`src/rtl/i2cm_pkg.sv`:
```
package i2cm_pkg;

  // Command codes carried by the kind field. The four commands share their
  // encoding with the operation that they start.
  typedef enum logic [2:0] {
    OP_IDLE  = 3'd0,
    OP_START = 3'd1,
    OP_STOP  = 3'd2,
    OP_WRITE = 3'd3,
    OP_READ  = 3'd4
  } op_e;

  localparam logic [2:0] KIND_TICK  = 3'd0;
  localparam logic [2:0] KIND_START = 3'd1;
  localparam logic [2:0] KIND_STOP  = 3'd2;
  localparam logic [2:0] KIND_WRITE = 3'd3;
  localparam logic [2:0] KIND_READ  = 3'd4;

  localparam logic [15:0] UNIT_TICKS_RST = 16'd96;

  // Phases within one segment group and the bit count of a byte transfer.
  localparam logic [1:0] PH_SETUP = 2'd0;
  localparam logic [1:0] PH_HIGH  = 2'd1;
  localparam logic [1:0] PH_LAST  = 2'd2;
  localparam logic [3:0] ACK_BIT  = 4'd8;
  localparam logic [3:0] NUM_BITS = 4'd9;

  typedef struct packed {
    op_e        op;
    logic [1:0] phase;
    logic [3:0] bit_index;
    logic [1:0] units_left;
    logic [7:0] shift_reg;
    logic       scl;
    logic       sda;
    logic       drv;
    logic       ack_flag;
    logic       ack_to_send;
    logic [7:0] last_read;
  } eng_state_t;

  localparam eng_state_t ENG_STATE_RST = '{
    op:          OP_IDLE,
    phase:       2'd0,
    bit_index:   4'd0,
    units_left:  2'd0,
    shift_reg:   8'd0,
    scl:         1'b1,
    sda:         1'b1,
    drv:         1'b1,
    ack_flag:    1'b0,
    ack_to_send: 1'b0,
    last_read:   8'd0
  };

  // Status produced alongside the next engine state.
  typedef struct packed {
    logic done;
    logic rej;
  } eng_status_t;

endpackage

```
`src/rtl/i2cm_step.sv`:
```
module i2cm_step (
  input  i2cm_pkg::eng_state_t  cur_i,
  input  logic [2:0]            kind_i,
  input  logic [7:0]            write_data_i,
  input  logic                  send_ack_i,
  input  logic                  sda_in_i,
  input  logic                  unit_end_i,
  output i2cm_pkg::eng_state_t  nxt_o,
  output i2cm_pkg::eng_status_t status_o
);

  // Sets the lines and the unit count at the start of the current segment.
  function automatic i2cm_pkg::eng_state_t seg_begin(input i2cm_pkg::eng_state_t s);
    i2cm_pkg::eng_state_t r;
    r = s;
    unique case (s.op)
      i2cm_pkg::OP_START: begin
        if (s.phase == i2cm_pkg::PH_SETUP) begin
          r.scl = 1'b1; r.sda = 1'b1; r.drv = 1'b1; r.units_left = 2'd2;
        end else if (s.phase == i2cm_pkg::PH_HIGH) begin
          r.sda = 1'b0; r.units_left = 2'd2;
        end else begin
          r.scl = 1'b0; r.units_left = 2'd1;
        end
      end
      i2cm_pkg::OP_STOP: begin
        if (s.phase == i2cm_pkg::PH_SETUP) begin
          r.sda = 1'b0; r.drv = 1'b1; r.units_left = 2'd1;
        end else if (s.phase == i2cm_pkg::PH_HIGH) begin
          r.scl = 1'b1; r.units_left = 2'd2;
        end else begin
          r.sda = 1'b1; r.units_left = 2'd2;
        end
      end
      i2cm_pkg::OP_WRITE: begin
        if (s.phase == i2cm_pkg::PH_SETUP) begin
          if (s.bit_index < i2cm_pkg::ACK_BIT) begin
            r.drv = 1'b1; r.sda = s.shift_reg[7];
          end else begin
            r.drv = 1'b0; r.sda = 1'b1;
          end
          r.units_left = 2'd1;
        end else if (s.phase == i2cm_pkg::PH_HIGH) begin
          r.scl = 1'b1;
          if (s.bit_index < i2cm_pkg::ACK_BIT) begin
            r.shift_reg = {s.shift_reg[6:0], 1'b0};
          end
          r.units_left = 2'd2;
        end else begin
          r.scl = 1'b0; r.units_left = 2'd1;
        end
      end
      i2cm_pkg::OP_READ: begin
        if (s.phase == i2cm_pkg::PH_SETUP) begin
          if (s.bit_index < i2cm_pkg::ACK_BIT) begin
            r.drv = 1'b0;
          end else begin
            r.drv = 1'b1; r.sda = ~s.ack_to_send;
          end
          r.units_left = 2'd1;
        end else if (s.phase == i2cm_pkg::PH_HIGH) begin
          r.scl = 1'b1; r.units_left = 2'd2;
        end else begin
          r.scl = 1'b0; r.units_left = 2'd1;
        end
      end
      default: begin
        r.units_left = 2'd0;
      end
    endcase
    return r;
  endfunction

  i2cm_pkg::eng_state_t n;
  logic                 finish;
  logic                 is_byte_op;

  always_comb begin
    n          = cur_i;
    finish     = 1'b0;
    is_byte_op = (cur_i.op == i2cm_pkg::OP_WRITE) || (cur_i.op == i2cm_pkg::OP_READ);
    status_o   = '0;
    unique case (kind_i)
      i2cm_pkg::KIND_TICK: begin
        if (cur_i.op != i2cm_pkg::OP_IDLE && unit_end_i) begin
          if (n.units_left != 2'd0) begin
            n.units_left = n.units_left - 2'd1;
          end
          if (n.units_left == 2'd0) begin
            // End of a segment: sample SDA at the end of the SCL-high phase.
            if (n.phase == i2cm_pkg::PH_HIGH) begin
              if (n.op == i2cm_pkg::OP_WRITE && n.bit_index == i2cm_pkg::ACK_BIT) begin
                n.ack_flag = sda_in_i;
              end
              if (n.op == i2cm_pkg::OP_READ && n.bit_index < i2cm_pkg::ACK_BIT) begin
                n.shift_reg = {n.shift_reg[6:0], sda_in_i};
              end
            end
            if (n.phase == i2cm_pkg::PH_LAST) begin
              n.phase = i2cm_pkg::PH_SETUP;
              if (is_byte_op) begin
                n.bit_index = n.bit_index + 4'd1;
                if (n.bit_index < i2cm_pkg::NUM_BITS) begin
                  n = seg_begin(n);
                end else begin
                  finish = 1'b1;
                end
              end else begin
                finish = 1'b1;
              end
            end else begin
              n.phase = n.phase + 2'd1;
              n = seg_begin(n);
            end
            if (finish) begin
              if (n.op == i2cm_pkg::OP_WRITE) begin
                n.drv = 1'b1; n.sda = 1'b1;
              end else if (n.op == i2cm_pkg::OP_READ) begin
                n.last_read = n.shift_reg;
              end
              n.op          = i2cm_pkg::OP_IDLE;
              n.bit_index   = 4'd0;
              n.units_left  = 2'd0;
              status_o.done = 1'b1;
            end
          end
        end
      end
      i2cm_pkg::KIND_START, i2cm_pkg::KIND_STOP,
      i2cm_pkg::KIND_WRITE, i2cm_pkg::KIND_READ: begin
        if (cur_i.op != i2cm_pkg::OP_IDLE) begin
          status_o.rej = 1'b1;
        end else begin
          n.op        = i2cm_pkg::op_e'(kind_i);
          n.phase     = i2cm_pkg::PH_SETUP;
          n.bit_index = 4'd0;
          if (kind_i == i2cm_pkg::KIND_WRITE) begin
            n.shift_reg = write_data_i;
          end
          if (kind_i == i2cm_pkg::KIND_READ) begin
            n.shift_reg   = 8'd0;
            n.ack_to_send = send_ack_i;
          end
          n = seg_begin(n);
        end
      end
      default: begin
        n = cur_i;
      end
    endcase
    nxt_o = n;
  end

endmodule

```
`src/rtl/i2c_master_byte_engine_unit.sv`:
```
// Byte-level I2C master. Each input word is either one time-base tick or one
// command (START, STOP, WRITE byte, READ byte); every accepted word yields
// exactly one result word that reports the SCL/SDA line settings, busy, a
// done pulse on the tick that finishes a command, the last byte read, the
// ACK bit sampled by the last write, and whether the word was a command that
// arrived while busy and was dropped. A delay unit lasts cfg_unit_ticks_i
// ticks (0 behaves as 1, reset value 96); each bit takes one unit with SCL
// low, two units with SCL high (SDA sampled at the end) and one more low.
// Timing: one word per clock cycle sustained, and the result of each accepted
// word is registered in the result register. The whole state update for a word is a
// single pass through the step logic between the engine state registers and
// the result register, and the input is stalled only while a result is held
// by a stalled output. The unit-length register is written through its own
// port, which is always ready; write it only while the engine is idle.
module i2c_master_byte_engine_unit #(
  parameter int PRESCALE_WIDTH = 16
) (
  input  logic        clk_i,
  input  logic        rst_ni,
  // Configuration write channel.
  input  logic        cfg_valid_i,
  output logic        cfg_ready_o,
  input  logic [15:0] cfg_unit_ticks_i,
  // Input word channel.
  input  logic        in_valid_i,
  output logic        in_stall_o,
  input  logic [2:0]  kind_i,
  input  logic [7:0]  write_data_i,
  input  logic        send_ack_i,
  input  logic        sda_in_i,
  // Result word channel.
  output logic        out_valid_o,
  input  logic        out_stall_i,
  output logic        scl_level_o,
  output logic        sda_level_o,
  output logic        sda_driven_o,
  output logic        busy_res_o,
  output logic        done_res_o,
  output logic [7:0]  read_byte_o,
  output logic        nack_seen_o,
  output logic        rejected_o
);

  // Compare width that holds both the tick counter plus one and the unit length.
  localparam int CW = ((PRESCALE_WIDTH > 16) ? PRESCALE_WIDTH : 16) + 1;

  logic [15:0]               unit_ticks_q;
  logic [PRESCALE_WIDTH-1:0] tick_q, tick_d;
  i2cm_pkg::eng_state_t      state_q, state_d;
  i2cm_pkg::eng_status_t     status;

  logic       in_fire;
  logic       busy;
  logic       unit_end;
  logic [CW-1:0] tick_inc;

  logic       out_valid_q, out_valid_d;
  logic       scl_q, sda_q, drv_q, busy_q, done_q, nack_q, rej_q;
  logic [7:0] rbyte_q;

  // Configuration is always accepted.
  assign cfg_ready_o = 1'b1;

  // The input waits only while a finished result is held back downstream.
  assign in_stall_o = out_valid_q & out_stall_i;
  assign in_fire    = in_valid_i & ~in_stall_o;

  assign busy = (state_q.op != i2cm_pkg::OP_IDLE);

  // A unit ends when the count reaches the configured length or the counter
  // saturates at its own maximum.
  assign tick_inc = CW'(tick_q) + CW'(1);
  assign unit_end = (tick_inc >= CW'(unit_ticks_q)) || (tick_q == '1);

  i2cm_step u_step (
    .cur_i        (state_q),
    .kind_i       (kind_i),
    .write_data_i (write_data_i),
    .send_ack_i   (send_ack_i),
    .sda_in_i     (sda_in_i),
    .unit_end_i   (unit_end),
    .nxt_o        (state_d),
    .status_o     (status)
  );

  // Prescaler: runs only on tick words while busy; a command started from
  // idle restarts it.
  always_comb begin
    tick_d = tick_q;
    case (kind_i) inside
      i2cm_pkg::KIND_TICK: begin
        if (busy) begin
          tick_d = unit_end ? '0 : tick_inc[PRESCALE_WIDTH-1:0];
        end
      end
      i2cm_pkg::KIND_START, i2cm_pkg::KIND_STOP,
      i2cm_pkg::KIND_WRITE, i2cm_pkg::KIND_READ: begin
        if (!busy) begin
          tick_d = '0;
        end
      end
      default: begin
        tick_d = tick_q;
      end
    endcase
  end

  assign out_valid_d = in_fire | (out_valid_q & out_stall_i);

  always_ff @(posedge clk_i or negedge rst_ni) begin
    if (!rst_ni) begin
      unit_ticks_q <= i2cm_pkg::UNIT_TICKS_RST;
      tick_q       <= '0;
      state_q      <= i2cm_pkg::ENG_STATE_RST;
      out_valid_q  <= 1'b0;
    end else begin
      if (cfg_valid_i && cfg_ready_o) begin
        unit_ticks_q <= cfg_unit_ticks_i;
      end
      if (in_fire) begin
        tick_q  <= tick_d;
        state_q <= state_d;
      end
      out_valid_q <= out_valid_d;
    end
  end

  // Result register: captures the state after each accepted word.
  always_ff @(posedge clk_i) begin
    if (in_fire) begin
      scl_q   <= state_d.scl;
      sda_q   <= state_d.drv ? state_d.sda : 1'b1;
      drv_q   <= state_d.drv;
      busy_q  <= (state_d.op != i2cm_pkg::OP_IDLE);
      done_q  <= status.done;
      rbyte_q <= state_d.last_read;
      nack_q  <= state_d.ack_flag;
      rej_q   <= status.rej;
    end
  end

  assign out_valid_o  = out_valid_q;
  assign scl_level_o  = scl_q;
  assign sda_level_o  = sda_q;
  assign sda_driven_o = drv_q;
  assign busy_res_o   = busy_q;
  assign done_res_o   = done_q;
  assign read_byte_o  = rbyte_q;
  assign nack_seen_o  = nack_q;
  assign rejected_o   = rej_q;

  // An engine that is idle holds no partial bit position or unit count.
  a_idle_clean: assert property (@(posedge clk_i) disable iff (!rst_ni)
    !busy |-> (state_q.bit_index == 4'd0) && (state_q.units_left == 2'd0))
    else $error("idle engine holds stale sequencing state");

  // While busy there is always a segment with time left to run.
  a_busy_units: assert property (@(posedge clk_i) disable iff (!rst_ni)
    busy |-> (state_q.units_left != 2'd0) && (state_q.bit_index <= i2cm_pkg::ACK_BIT))
    else $error("busy engine without a running segment");

  // A finishing tick leaves the engine idle and is never a rejected command.
  a_done_idle: assert property (@(posedge clk_i) disable iff (!rst_ni)
    out_valid_o && done_res_o |-> !busy_res_o && !rejected_o)
    else $error("done reported while still busy or rejected");

  // A rejected command leaves a busy engine busy.
  a_rej_busy: assert property (@(posedge clk_i) disable iff (!rst_ni)
    out_valid_o && rejected_o |-> busy_res_o)
    else $error("rejection reported while idle");

  // The prescaler does not move while idle.
  a_tick_idle: assert property (@(posedge clk_i) disable iff (!rst_ni)
    in_fire && !busy && (kind_i == i2cm_pkg::KIND_TICK) |=> $stable(tick_q))
    else $error("prescaler advanced while idle");

endmodule
```
`config.mk`:
```
export PLATFORM = sky130hd
export DESIGN_NAME = i2c_master_byte_engine_unit
export DESIGN_NICKNAME = d
export VERILOG_FILES = /design/src/rtl/i2cm_pkg.sv /design/src/rtl/i2cm_step.sv /design/src/rtl/i2c_master_byte_engine_unit.sv
export SDC_FILE = /design/constraint.sdc
export NUM_CORES = 1
export LEC_CHECK = 0
export BUFFER_PORTS_ARGS = -buffer_cell sky130_fd_sc_hd__buf_2
export CORE_MARGIN = 3
export CORE_UTILIZATION = 59
export DETAILED_ROUTE_END_ITERATION = 12
export PLACE_DENSITY = 0.8
export RECOVER_POWER = 100
export SYNTH_ARGS = -nofsm -noshare
export SYNTH_HDL_FRONTEND = slang
export SYNTH_SLANG_ARGS = --single-unit
```
`constraint.sdc`:
```
create_clock -name clk_i -period 3.9 [get_ports clk_i]
set_clock_uncertainty 0.05 [all_clocks]
set_input_delay 0.78 -clock clk_i [delete_from_list [all_inputs] [get_ports clk_i]]
set_output_delay 0.78 -clock clk_i [all_outputs]
set_load 0.05 [all_outputs]
```
* Yosys cells after proc, flatten, opt, wreduce, memory -nomap -nowiden
Cells that the tools add are included. W data, S select, Z words.
Word-level totals: bits in registers 80, input bits 34, output and inout port bits 18, word-level logic and storage cells 158
Cells by class: $add $sub $neg 4, magnitude comparators 4, equality and inequality tests 23, mux-type cells 74, bitwise gates (word level) 7, reductions and logical operators 23
Operators by type and width (count):
- $mux W32 | 6
- $mux W16 | 5
- $mux W8 | 10
- $pmux W32 S2 | 1
- $mux W29 | 1
- $mux W2 | 14
- $mux W27 | 1
- $mux W1 | 26
- $mux W23 | 1
- $add A16 B1 Y17 const B | 1
- $ge A17 B16 Y1 | 1
- $eq A16 B16 Y1 const B | 1
- $pmux W2 S4 | 2
- $eq A3 B2 Y1 const B | 5
- $lt A4 B4 Y1 const B | 3
- $pmux W3 S4 | 1
- $reduce_and A5 Y1 | 2
- $eq A3 B3 Y1 const B | 3
- $mux W9 | 1
- $pmux W2 S2 | 2
- $reduce_and A4 Y1 | 2
- $reduce_and A7 Y1 | 1
- $eq A3 B1 Y1 const B | 2
- $mux W6 | 1
- 26 further kinds | 42

* Logic depth before layout (Yosys ltp)
Gate-level depths: netlist (run 1).
depth after elaboration 20, mapped depth 17, gate-level depth less buffers 16

* Hierarchy
A second synthesis (run 1) with hierarchy kept.
Unflattened totals: cells, all modules 559, area, all modules 5307.6 um2
Modules (own cells, without submodules):
- i2c_master_byte_engine_unit | instances 1, cells each 321, area each 3772.4 um2, seq. area each 2083.2 um2
- i2cm_step | instances 1, cells each 238, area each 1535.2 um2, seq. area each 0.0 um2

* Worst setup path after synthesis (run 1)
OpenSTA, ideal clock, no wires.
path type register to register, from register tick_q[2], to register state_q[0] (netlist bit), library setup time 0.125 ns, arrival 3.313 ns, required time 3.725 ns, slack 0.412 ns, cell stages (with the launch flop) 15, buffers on the path 0, period minus slack after synthesis 3.488 ns, cell sequence dfrtp_1 -> and3_1 -> and3_1 -> and3_1 -> and2_1 -> nand3_1 -> nor2_1 -> xor2_1 -> ha_1 -> nand3_1 -> nor2_1 -> o41a_1 -> o21ai_4 -> nor4_4 -> mux2_2
On the way: word-level cells in the longest chain between the ends 6, elaborated cells on any way between the ends 7, classes of those cells 1 x add/sub; 1 x order compare; 1 x eq/ne; 2 x mux; 2 x reduce/logical
Ends and longest elaborated chain:
- start, declared | line i2c_master_byte_engine_unit.sv:48 | logic [PRESCALE_WIDTH-1:0] tick_q, tick_d;
- start signal, assigned | line i2c_master_byte_engine_unit.sv:121 | tick_q <= tick_d;
- $add A16 B1 Y17 | line i2c_master_byte_engine_unit.sv:72 | assign tick_inc = CW'(tick_q) + CW'(1);
- $ge A17 B16 Y1 | line i2c_master_byte_engine_unit.sv:73 | assign unit_end = (tick_inc >= CW'(unit_ticks_q)) || (tick_q == '1);
- $logic_or A1 B1 Y1 * | line i2c_master_byte_engine_unit.sv:73
- $logic_and A1 B1 Y1 * | line i2cm_step.sv:85 | if (cur_i.op != i2cm_pkg::OP_IDLE && unit_end_i) begin
- $mux W32 * | line i2cm_step.sv:85
- $pmux W32 S2 * | line i2cm_step.sv:83 | unique case (kind_i)
- end signal, assigned | line i2c_master_byte_engine_unit.sv:114 | state_q <= i2cm_pkg::ENG_STATE_RST;
- end signal, assigned | line i2c_master_byte_engine_unit.sv:122 | state_q <= state_d;
- end, declared | line i2c_master_byte_engine_unit.sv:49 | i2cm_pkg::eng_state_t state_q, state_d;
Mark *: on every way between the ends. The rest lies on a longest branch, timed or not. The select of a mux whose other input is x is not followed. A chain may end at the register's enable or synchronous reset.

* Worst setup path in the final report (run 1)
from register tick_q[3], to register state_q[6] (netlist bit)
The elaborated chain is that of the path after synthesis.

==> flow_summary.json, run 1 <==
{
  "synth_mux_area_share_pct": 5.71,
  "initial_core_util_pct": 62.2,
  "die_w_um": 97.4,
  "viasPerCell": 6.27,
  "grt_pass1_vias": 4080,
  "synthXorXnorAreaFrac_pct": 2.66,
  "placed_cells": 669,
  "synth_simple_gate_area_share_pct": 17.7,
  "violations": "max-capacitance violations, max-slew violations",
  "drt-total-wl_um": 12700,
  "slew_violations": 31,
  "synth-adder-area-share_pct": 6.09,
  "worst_ep_arrival_time_ns": 4.01,
  "drc_errors": 0,
  "track_usage_pct": 26.4,
  "hpwl_um": 9060,
  "ys_seq_area_share_pct": 42.3,
  "power.density_nw_per_um2": 423,
  "synth.largest_area_cell": "dfrtp_1",
  "crit_type": "reg2reg",
  "clk_latency_ns": 0.36,
  "clk_path_buf_depth": 2,
  "layout_setup_ws_ns": 0.0947,
  "synth_edf_count": 15,
  "p_int_w": 0.00149,
  "first_pass_iters": 6,
  "crit_top_cell": "buf_4",
  "coreArea_um2": 7930,
  "syn_area_um2": 4930,
  "synth-main-ff-cell": "dfrtp_1",
  "clk_pin_slew_ns": 0.09,
  "die_h_um": 97.4,
  "synthCells": 528,
  "fin_crit_sh_pct": 97.6,
  "tightest_slew_ns": 1.62,
  "h-tree-depth": 3,
  "gp_congestion": 0.934,
  "die_area_um2": 9490,
  "status": "finished with violations",
  "hold_viol": 0,
  "synth_nets": 586,
  "gr-total-overflow": 0,
  "sequentialPowerShare_pct": 46.0,
  "final_cell_mix": "59 x nand2_1, 59 x dfrtp_1, 49 x o21ai_0",
  "cp_slowest_stage_delay_ns": 0.40,
  "cp.buffers_inverters": 2,
  "vias": 4367,
  "crit_required_ns": 4.10,
  "diodes": 0,
  "drtAntennaViolNets": 0,
  "syn_avg_cell_area_um2": 9.34,
  "r2r_setup_slack_ns": 0.09,
  "cp_max_fo": 5,
  "area_delta_synth_final_pct": 13.7,
  "cts.sinks": 80,
  "crit_family": "simple AND/OR/NAND/NOR gates",
  "p_switching_w": 0.000876,
  "synth_warnings": 0,
  "p_leak_nw": 2.53,
  "synth.area.top_cells": "dfrtp_1 30%, edfxtp_1 9.1%, ha_1 6.1%",
  "setup_tns_ns": 0,
  "io_buffer_count": 50,
  "drive_above_1_share_pct": 20.5,
  "grt_pass1_wl_um": 20600,
  "finalNonFillerCells": 697,
  "setup_viol": 0,
  "nNetsFinal": 648,
  "fill_cells": 596,
  "drv_cap": 1,
  "ys_types": 63,
  "wl_per_cell_um": 18.3,
  "stdcell_area_um2": 5610,
  "maxSlewHeadroom_pct": -7.96,
  "ios": 52,
  "min_period_ns": 3.81,
  "fp-row-count": 32,
  "antenna_found_initial": 0,
  "min_path_type": "reg2reg",
  "crit_chain": "and3_1 -> and3_4 -> and3_2 -> and2_4 -> nand3_4 -> xnor2_2 -> ha_1 -> nand4_1 -> nor2_2 -> o41a_1 -> o21ai_4 -> buf_4 -> nor4_4 -> buf_4 -> mux2_2",
  "synth_top_area_share_pct": 30.5,
  "cts_tree": "built",
  "dp_slack_ns": -0.0922,
  "cts_buffers": 9,
  "combPwrFrac_pct": 27.0,
  "power_switching_share_pct": 37.0,
  "ys_async_sr_fraction_pct": 81.3,
  "multi_input_area_um2": 2670,
  "start_kind": "register",
  "synth_seq_cells": 80,
  "ff_latch_area_um2": 2080,
  "ir_drop_v": 0.000354,
  "fmax_mhz": 263,
  "critPathCaptureType": "register",
  "drtIter0Drc": 488,
  "synth_top_family_by_area": "compound AO/OA/AOI/OAI gates",
  "grt_max_degree": 32,
  "synth_compound_area_share_pct": 20.6,
  "root_buffer": "clkbuf_8",
  "clkPwrFrac_pct": 27.1,
  "crit_path_top_delay_cell": "dfrtp_1",
  "postPlaceCellArea_um2": 5270
}
state kept, by name, indices dropped and copies added, names as in the netlist:
| register | flops |
|---|---|
| read_byte_o | 8 |
| done_res_o | 1 |
| sda_driven_o | 1 |
| state_q | 32 |
| scl_level_o | 1 |
| nack_seen_o | 1 |
| busy_res_o | 1 |
| out_valid_o | 1 |
| rejected_o | 1 |
| sda_level_o | 1 |
| unit_ticks_q | 16 |
| tick_q | 16 |
repair_timing:
| action | in CTS | in global routing |
|---|---|---|
| gates cloned | 0 | 1 |
| gates resized for setup | 4 | 17 |
| setup endpoints to repair | 14 | 59 |
| pin swaps | 3 | 6 |
| buffers inserted | 2 | 9 |
| hold buffers | 0 | 0 |
stage by stage:
stage	utilization [%]	total power, W	hold WS [ns]
after global placement	66.5	0.00169	0.435
final	70.7	0.00237	0.459
after CTS	69.4	0.00235	0.391
after detailed placement	66.5	0.00171	0.442
after global routing	70.7	0.00249	0.493
after floorplan	-	0.00154	0.424
cell usage after synthesis (3+ instances only):
| cell | number |
|---|---|
| dfrtp_1 | 60 |
| nand2_1 | 59 |
| o21ai_0 | 50 |
| nor2_1 | 40 |
| inv_1 | 31 |
| a21oi_1 | 26 |
| mux2_2 | 25 |
| ha_1 | 24 |
| edfxtp_1 | 15 |
| clkbuf_1 | 14 |
| nand3_1 | 14 |
| a22oi_1 | 11 |
| and3_1 | 11 |
| a21o_1 | 8 |
| xor2_1 | 8 |
| nand4_1 | 7 |
| nor3_1 | 7 |
| nor3b_1 | 7 |
| o2bb2ai_1 | 7 |
| o31ai_1 | 7 |
| xnor2_1 | 7 |
| a22o_1 | 6 |
| a211oi_1 | 5 |
| a31oi_1 | 5 |
| dfstp_2 | 5 |
| nand2b_1 | 5 |
| a2bb2oi_1 | 4 |
| buf_2 | 4 |
| buf_6 | 4 |
| nor4_1 | 4 |
| o21a_1 | 4 |
| a211o_1 | 3 |
| o22ai_1 | 3 |
| or3_1 | 3 |
logic make-up (layout without fill, tap and decap cells):
| family | Yosys count | in the layout |
|---|---|---|
| and+or+nand+nor | 174 | 174 |
| adders and majority gates | 24 | 24 |
| muxes | 25 | 25 |
| other | 1 | 1 |
| AOI/OAI and AO/OA | 155 | 155 |
| xor gates and xnor gates | 15 | 15 |
| buffers and inverters | 54 | 121 |
| DFF | 80 | 80 |
area by class of cell:
| class | instances | share of cell area [%] |
|---|---|---|
| Clock buffer | 9 | 2.21 |
| Sequential cell | 80 | 37.2 |
| Clock inverter | 7 | 1.43 |
| Multi-Input combinational cell | 394 | 47.6 |
| Tap cell | 102 | 2.28 |
| Inverter | 31 | 2.08 |
| Timing Repair Buffer | 74 | 7.19 |
routing by layer:
layer	part of all wire, %	vias to the layer above	wire, µm	track usage [%]
met1	45	2105	5710	38.9
met5	0	-	0	0
li1	-	2044	-	-
met2	46	198	5890	40.2
met4	1.4	0	178	5.86
met3	7.6	20	962	5.53
worst paths after layout:
check | start | end | depth (start not counted)
max | tick_q[3] | state_q[6] | 15
min | state_q[9] | state_q[9] | 1
max reg2reg | tick_q[3] | state_q[6] | 15
min reg2reg | state_q[9] | state_q[9] | 1
max in group asynchronous | rst_ni | tick_q[0] | 2
min in group asynchronous | rst_ni | unit_ticks_q[8] | 1
power by group through the flow:
stage	logic, W	registers (W)	clock network, W
after global routing	0.000699	0.00111	0.000687
final	0.000639	0.00109	0.000641
after floorplan	0.000482	0.00105	0
after detailed placement	0.000612	0.00110	0
after CTS	0.000619	0.00108	0.000644
after global placement	0.000600	0.00109	0
(Power assumes the default switching activity.)
==> run 2, diff against run 1 <==
- CELL_PAD_IN_SITES_DETAIL_PLACEMENT: unset -> 1
- CELL_PAD_IN_SITES_GLOBAL_PLACEMENT: unset -> 2
- CORE_MARGIN: 3 -> 2
- CORE_UTILIZATION: 59 -> 37
- GPL_TIMING_DRIVEN: unset -> 0
- PLACE_DENSITY: 0.8 -> unset
- PLACE_DENSITY_LB_ADDON: unset -> 0.1
==> run 2 against run 1 <==
Effect of this change: the run still ends with max-capacitance violations, max-slew violations left; utilization is 25 points lower; fmax grew 2.1%; cell area increased by 7.4%; sequential power fell by 6%; routed wire length is 17% higher; flip-flop and latch count stayed put; highest routed layer unchanged.
==> flow_summary.json, run 2 (synthesized netlist as in run 1, its figures left out) <==
{
  "vias": 4314,
  "ir_drop_v": 0.000224,
  "setup_tns_ns": 0,
  "largestRegisters": "state_q: 32 flops, tick_q: 16 flops, unit_ticks_q: 16 flops",
  "grt_max_degree": 66,
  "start_kind": "register",
  "tightest_slew_ns": 1.77,
  "drv_cap": 2,
  "clk_latency_ns": 0.35,
  "fin_crit_sh_pct": 95.5,
  "cts_tree": "built",
  "cts_buffers": 9,
  "clk_path_buf_depth": 2,
  "setup_viol": 0,
  "hpwl_um": 10500,
  "power.density_nw_per_um2": 463,
  "ios": 52,
  "critPathCaptureType": "register",
  "clk_pin_slew_ns": 0.07,
  "io_buffer_count": 48,
  "cp_slowest_stage_delay_ns": 0.42,
  "violations": "max-capacitance violations, max-slew violations",
  "postPlaceCellArea_um2": 5390,
  "wl_per_cell_um": 18.9,
  "initial_core_util_pct": 37.5,
  "h-tree-depth": 3,
  "crit_path_top_delay_cell": "dfrtp_1",
  "status": "finished with violations",
  "diodes": 0,
  "stdcell_area_um2": 6020,
  "root_buffer": "clkbuf_16",
  "die_area_um2": 14300,
  "slew_violations": 91,
  "drc_errors": 0,
  "final_common_cell": "nand2_1",
  "first_pass_iters": 4,
  "crit_top_cell": "and3_4",
  "final_cell_mix": "59 x nand2_1, 58 x dfrtp_1, 48 x o21ai_0",
  "track_usage_pct": 21.2,
  "drive_above_1_share_pct": 22.2,
  "fmax_mhz": 268,
  "area_delta_synth_final_pct": 22.1,
  "hold_viol": 0,
  "crit_required_ns": 4.08,
  "dp_slack_ns": -0.342,
  "worst_ep_arrival_time_ns": 3.90,
  "coreArea_um2": 13100,
  "drtAntennaViolNets": 0,
  "grt_pass1_wl_um": 23700,
  "die_w_um": 119,
  "min_path_type": "reg2reg",
  "antenna_found_initial": 0,
  "fp-row-count": 42,
  "gr-total-overflow": 0,
  "gp_congestion": 0.813,
  "p_leak_nw": 2.61,
  "crit_chain": "and3_4 -> and3_4 -> and3_4 -> and2_4 -> nand3_4 -> xnor2_1 -> ha_1 -> nand4_1 -> nor2_2 -> a31oi_1 -> nand3_2 -> o21ai_4 -> buf_6 -> nor4_2 -> buf_4 -> mux2_4",
  "crit_type": "reg2reg",
  "maxSlewHeadroom_pct": -17.7,
  "regMostFlops": "state_q",
  "drt-total-wl_um": 14900,
  "min_period_ns": 3.73,
  "layout_setup_ws_ns": 0.174,
  "finalNonFillerCells": 789,
  "grt_pass1_vias": 4402,
  "cp_max_fo": 5,
  "viasPerCell": 5.47,
  "largest_reg_flops": 32,
  "cp.buffers_inverters": 2,
  "placed_cells": 752,
  "crit_family": "simple AND/OR/NAND/NOR gates",
  "power_w": 0.00279,
  "nNetsFinal": 666,
  "cts.sinks": 80,
  "drtIter0Drc": 273,
  "die_h_um": 119
}
run 2: path summary, 6_finish.rpt:
check | start | end | slack [ns] | cells past startpoint
max | tick_q[3] | state_q[5] | 0.17 | 16
min | state_q[2] | state_q[2] | 0.46 | 1
max reg2reg | tick_q[3] | state_q[5] | 0.17 | 16
min reg2reg | state_q[2] | state_q[2] | 0.46 | 1
max in group asynchronous | rst_ni | tick_q[2] | 1.78 | 1
min in group asynchronous | rst_ni | unit_ticks_q[4] | 0.85 | 1
run 2: final cells by class:
class	instances	area, µm²
plain buffers	23	129
clock buffers	9	225
clock inverters	7	119
fillers	1526	7120
inverters	31	116
multi-input cells	394	2750
flip-flops and latches	80	2090
well taps	176	220
repair buffers	69	377
run 2: through the flow:
| step | hold slack (ns) | util, % |
|---|---|---|
| 2_1_floorplan | 0.424 | - |
| 3_3_place_gp | 0.433 | 41.0 |
| 3_5_place_dp | 0.446 | 41.1 |
| 4_1_cts | 0.461 | 44.6 |
| 5_1_grt | 0.475 | 45.8 |
| 6_report | 0.465 | 45.8 |
run 2: power by group:
group / leakage [nW] / switching, W / total [W] / internal, W
Sequential: 0.984 / 0.0000877 / 0.00103 / 0.000947
Combinational: 1.46 / 0.000485 / 0.000752 / 0.000267
Clock: 0.164 / 0.000371 / 0.000999 / 0.000627
Total: 2.61 / 0.000944 / 0.00279 / 0.00184
run 2: repair_timing:
action	4_1_cts	5_1_grt
hold buffers	0	0
endpoints found under the setup margin	53	58
gates resized for setup	17	28
endpoints found under the hold margin	0	0
cloned	0	0
setup buffers	8	14
pin swaps	5	11
run 2: worst reg2reg max path, stage by stage, from the launching register on:
cell and delay, ns:
dfrtp_1 0.42, and3_4 0.21, and3_4 0.19, and3_4 0.21, and2_4 0.17, nand3_4 0.11, xnor2_1 0.16, ha_1 0.34
nand4_1 0.14, nor2_2 0.14, a31oi_1 0.12, nand3_2 0.18, o21ai_4 0.12, buf_6 0.13, nor4_2 0.38, buf_4 0.23
mux2_4 0.30
run 2: per-layer routing:
metal	GRT usage, %	up-vias	share of wire, %
met3	3.07	10	4.4
met5	0	-	0
li1	-	2081	-
met2	32.1	88	44
met1	31.3	2135	50
met4	6.40	0	1.0
